[src/sv/dsem_pkg.sv]
// Shared types and constants of the disc sector extent mapper.
// No dependencies; used by the controller, datapath, top level and checker.
package dsem_pkg;

  localparam int MaxEntriesDefault = 256;

  // Fixed sector layout of the disc image.
  localparam logic [31:0] SectPvd   = 32'd16;
  localparam logic [31:0] SectTerm  = 32'd17;
  localparam logic [31:0] SectPathL = 32'd18;
  localparam logic [31:0] SectPathM = 32'd19;
  localparam logic [31:0] SectDir0  = 32'd20;
  localparam int          SectShift = 11;
  localparam logic [31:0] SectMask  = 32'd2047;
  localparam logic [29:0] Cap30     = 30'h3FFF_FFFF;

  // Operation codes.
  localparam logic [1:0] OP_CLEAR  = 2'd0;
  localparam logic [1:0] OP_ADD    = 2'd1;
  localparam logic [1:0] OP_LOOKUP = 2'd2;

  // Region codes.
  localparam logic [2:0] REGION_ZEROS  = 3'd0;
  localparam logic [2:0] REGION_PVD    = 3'd1;
  localparam logic [2:0] REGION_TERM   = 3'd2;
  localparam logic [2:0] REGION_PATH_L = 3'd3;
  localparam logic [2:0] REGION_PATH_M = 3'd4;
  localparam logic [2:0] REGION_DIR    = 3'd5;
  localparam logic [2:0] REGION_FILE   = 3'd6;
  localparam logic [2:0] REGION_BEYOND = 3'd7;

  typedef struct packed {
    logic [1:0]  opcode;
    logic        is_dir;
    logic [31:0] size_bytes;
    logic [31:0] sector_addr;
  } req_t;

  typedef struct packed {
    logic        status;
    logic [2:0]  region;
    logic [7:0]  entry_index;
    logic [20:0] file_offset;
    logic [29:0] image_size;
  } rsp_t;

  // One table entry as held in the entry memory.
  typedef struct packed {
    logic        is_dir;
    logic [29:0] start;
    logic [21:0] len;
  } entry_t;

  typedef struct packed {
    logic accept;
    logic scan;
    logic finish;
  } ctrl_cmd_t;

  typedef struct packed {
    logic need_scan;
    logic hit;
    logic last;
  } dp_status_t;

endpackage

[src/sv/dsem_ctrl.sv]
// Controller of the disc sector extent mapper: accepts transactions and
// sequences the table scan. Depends on dsem_pkg.
module dsem_ctrl import dsem_pkg::*; (
  input  logic       clk,
  input  logic       rst,
  input  logic       start,
  input  dp_status_t status,
  output ctrl_cmd_t  cmd,
  output logic       busy,
  output logic       done
);

  typedef enum logic {
    ST_IDLE,
    ST_SCAN
  } state_t;

  state_t state;

  always_comb begin
    cmd.accept = (state == ST_IDLE) && start;
    cmd.scan   = (state == ST_SCAN);
    cmd.finish = (state == ST_SCAN) && (status.hit || status.last);
  end

  always_ff @(posedge clk) begin
    if (rst) begin
      state <= ST_IDLE;
      busy  <= 1'b0;
      done  <= 1'b0;
    end else begin
      case (state)
        ST_IDLE: begin
          done <= start && !status.need_scan;
          if (start && status.need_scan) begin
            state <= ST_SCAN;
            busy  <= 1'b1;
          end
        end
        ST_SCAN: begin
          done <= cmd.finish;
          if (cmd.finish) begin
            state <= ST_IDLE;
            busy  <= 1'b0;
          end
        end
        default: begin
          state <= ST_IDLE;
          busy  <= 1'b0;
          done  <= 1'b0;
        end
      endcase
    end
  end

endmodule

[config.mk]
export PLATFORM = sky130hd
export DESIGN_NAME = dsem_ctrl
export DESIGN_NICKNAME = d
export VERILOG_FILES = /design/src/sv/dsem_pkg.sv /design/src/sv/dsem_ctrl.sv
export SDC_FILE = /design/constraint.sdc
export NUM_CORES = 1
export LEC_CHECK = 0
export BUFFER_PORTS_ARGS = -buffer_cell sky130_fd_sc_hd__buf_2
export CORE_AREA = 2 2 39 41
export DETAILED_ROUTE_END_ITERATION = 12
export DIE_AREA = 0 0 41 43
export GPL_TIMING_DRIVEN = 0
export PLACE_DENSITY = 0.39
export SYNTH_ARGS = -nofsm -noshare
export SYNTH_HDL_FRONTEND = slang
export SYNTH_SLANG_ARGS = --single-unit
[constraint.sdc]
create_clock -name clk -period 1.5 [get_ports clk]
set_clock_uncertainty 0.2 [all_clocks]
set_input_delay 0.225 -clock clk [delete_from_list [all_inputs] [get_ports clk]]
set_output_delay 0.225 -clock clk [all_outputs]
set_load 0.03 [all_outputs]
==> impl_metrics.ini <==
[worst_setup_path]
r2r_start = state$_SDFF_PP0_
crit_required_ps = 1070
slowest_stage = dfxtp_2
cp.depth = 2
critPathBufInv = 1
startpoint_type = flip-flop
crit_chain = and2b_2, buf_2
critPathKind = reg2out
crit_family = flip-flops
rr_worst_depth = 2
critPathCaptureType = output pin
worstPathArrival_ps = 1000
cp_max_fo = 6
crit_path_start = state$_SDFF_PP0_
critical_path.max_stage_delay_ps = 360
reg2reg_slack_ps = 370

[floorplanning]
die_y_um = 43
die_w_um = 41
rows = 14
die-area_um2 = 1760
coreArea_um2 = 1380
ios = 11
start_util_pct = 10.4

[synthesis]
synth_top_area_share_pct = 41.7
avgSynthCellArea_um2 = 10.3
yosys_warnings = 0
syn-num-nets = 20
ys_seq_area_share_pct = 41.7
synthesis.area_um2 = 144
syn_inst = 14
synth.area.top_cells = dfxtp_1 (42%), o21ba_2 (7.0%), and2b_2 (6.1%)
synth_seq_cells = 3
yosysUniqueCellTypes = 12
synth_area_leader_cell = dfxtp_1

[placed_design]
gp_congestion = 0.556
placed_area_um2 = 214
dp.final_hpwl_um = 275
io_buffers = 10

[cts]
clock_sinks = 3
htree_levels = 1
cts-buffers-inserted = 3
clk_pin_slew_worst_paths_ps = 40
clk_latency_ps = 240
cts.path.max_buffers = 2
tritoncts = built
root_buffer = clkbuf_4

[detailed_routing]
drcViolationCount = 0
num_vias = 150
firstDrtPassIters = 4
vias_per_cell = 3.33
wirelength_um = 426
wl_per_cell_um = 9.47
drt_iter0_drc = 6
antenna_left = 0

[status]
status = finished, final reports clean

[layout]
fin_area_um2 = 254
layout-drive-gt1-share_pct = 58.6
num_antenna_cells = 0
area_delta_synth_final_pct = 76.5
fillCellCount = 151
nets = 36

[timing]
worst_slew_pin_slew_ps = 159
hold_viol_final = 0
fin_tns_setup_ps = 0
fin_crit_ps = 1430
rsz0062_at_grt = false
fmax_mhz = 701
max-slew-margin-rel_pct = 89.4
finalSetupViolCount = 0
timing.hold.ws_ps = 80.4
slew_viol_final = 0
period_share_pct = 95.0

[min_path]
hp-start = status[1]
hold_depth = 3
worstHoldPathType = in2reg

[power]
p_total_mw = 0.286
p_per_area_nw_per_um2 = 1120
leakagePower_nw = 0.115
ir_worst_vdd_v = 0.000343

[flow_run]
drv_cap = 0

[global_route]
track_usage_pct = 5.92
grt_max_degree = 7
grt_pass1_vias = 137
antenna_found_initial = 0
grt_overflow = 0
grt_pass1_wl_um = 558
-- worst reg2reg max path: stages (launching register included) --
cell and delay (ps):
dfxtp_2 360, or3b_1 370, a21oi_1 130
-- registers in the layout, indices dropped and copies added, names as in the netlist --
name and cells:
done 1, busy 1, state 1
-- cell families after synthesis --
logic type / after synthesis / share of synthesized area (%)
buffers and inverters: 1 / 5.22
AND/OR/NAND/NOR: 6 / 31.3
AO/OA/AOI/OAI: 4 / 21.7
flip-flops: 3 / 41.7
-- metal layers --
metal / share of wire (%) / GRT usage, % / vias to the layer above / routed length, µm
met2: 31 / 5.63 / 15 / 133
met5: 0 / 0 / - / 0
met4: 0 / 4.00 / 0 / 0
met1: 50 / 5.45 / 55 / 212
met3: 19 / 9.42 / 0 / 80
li1: - / - / 80 / -
-- cell usage in the layout, fill, tap and decap left out --
cell type | Yosys | routed
nand3b_1 | 1 | 1
dfxtp_2 | 0 | 1
buf_2 | 0 | 9
and2b_2 | 1 | 1
dlygate4sd3_1 | 0 | 1
nor2b_1 | 1 | 1
o21ba_2 | 1 | 1
dfxtp_1 | 3 | 2
a21oi_1 | 1 | 1
clkbuf_1 | 0 | 1
or3b_1 | 1 | 1
clkbuf_4 | 0 | 4
nor3b_1 | 1 | 1
nand2b_1 | 1 | 1
buf_4 | 1 | 1
o2bb2ai_1 | 1 | 1
o21a_1 | 1 | 1
-- worst paths after layout --
check,to
max,cmd[2]
max reg2reg,state$_SDFF_PP0_
min,state$_SDFF_PP0_
min reg2reg,busy$_SDFFE_PP0P_
-- what timing repair did --
| item | CTS | global route |
|---|---|---|
| endpoints found under the hold margin | 1 | 0 |
| endpoints found under the setup margin | 0 | 2 |
| buffers inserted | 0 | 0 |
| gates resized for setup | 0 | 2 |
| hold buffers | 1 | 0 |
-- through the flow --
step	cells	util, %	setup WS (ps)
final	45	18.4	74.5
after global routing	45	18.4	41.0
after CTS	45	18.1	17.8
after detailed placement	40	15.5	283
after global placement	40	15.5	294
after floorplan	14	-	369
-- cell usage after synthesis, drive strengths merged --
| master | count |
|---|---|
| a21oi | 1 |
| and2b | 1 |
| buf | 1 |
| dfxtp | 3 |
| nand2b | 1 |
| nand3b | 1 |
| nor2b | 1 |
| nor3b | 1 |
| o21a | 1 |
| o21ba | 1 |
| o2bb2ai | 1 |
| or3b | 1 |
-- where the power goes --
| group | total (mW) | switching, mW | internal, mW |
|---|---|---|---|
| Clock | 0.145 | 0.0453 | 0.0999 |
| Sequential | 0.0890 | 0.00331 | 0.0857 |
| Combinational | 0.0514 | 0.0290 | 0.0224 |
| Total | 0.286 | 0.0776 | 0.208 |
-- layout make-up --
type                       count  area (µm²)  area share [%]
buffer                         1        7.51            2.96
clock buffer                   4        26.3            10.3
multi-input combinational     10        76.3            30.0
sequential                     3        61.3            24.1
tap                           16        20.0            7.88
timing repair buffer          11        62.6            24.6
Power figures use the tool's default switching activity.
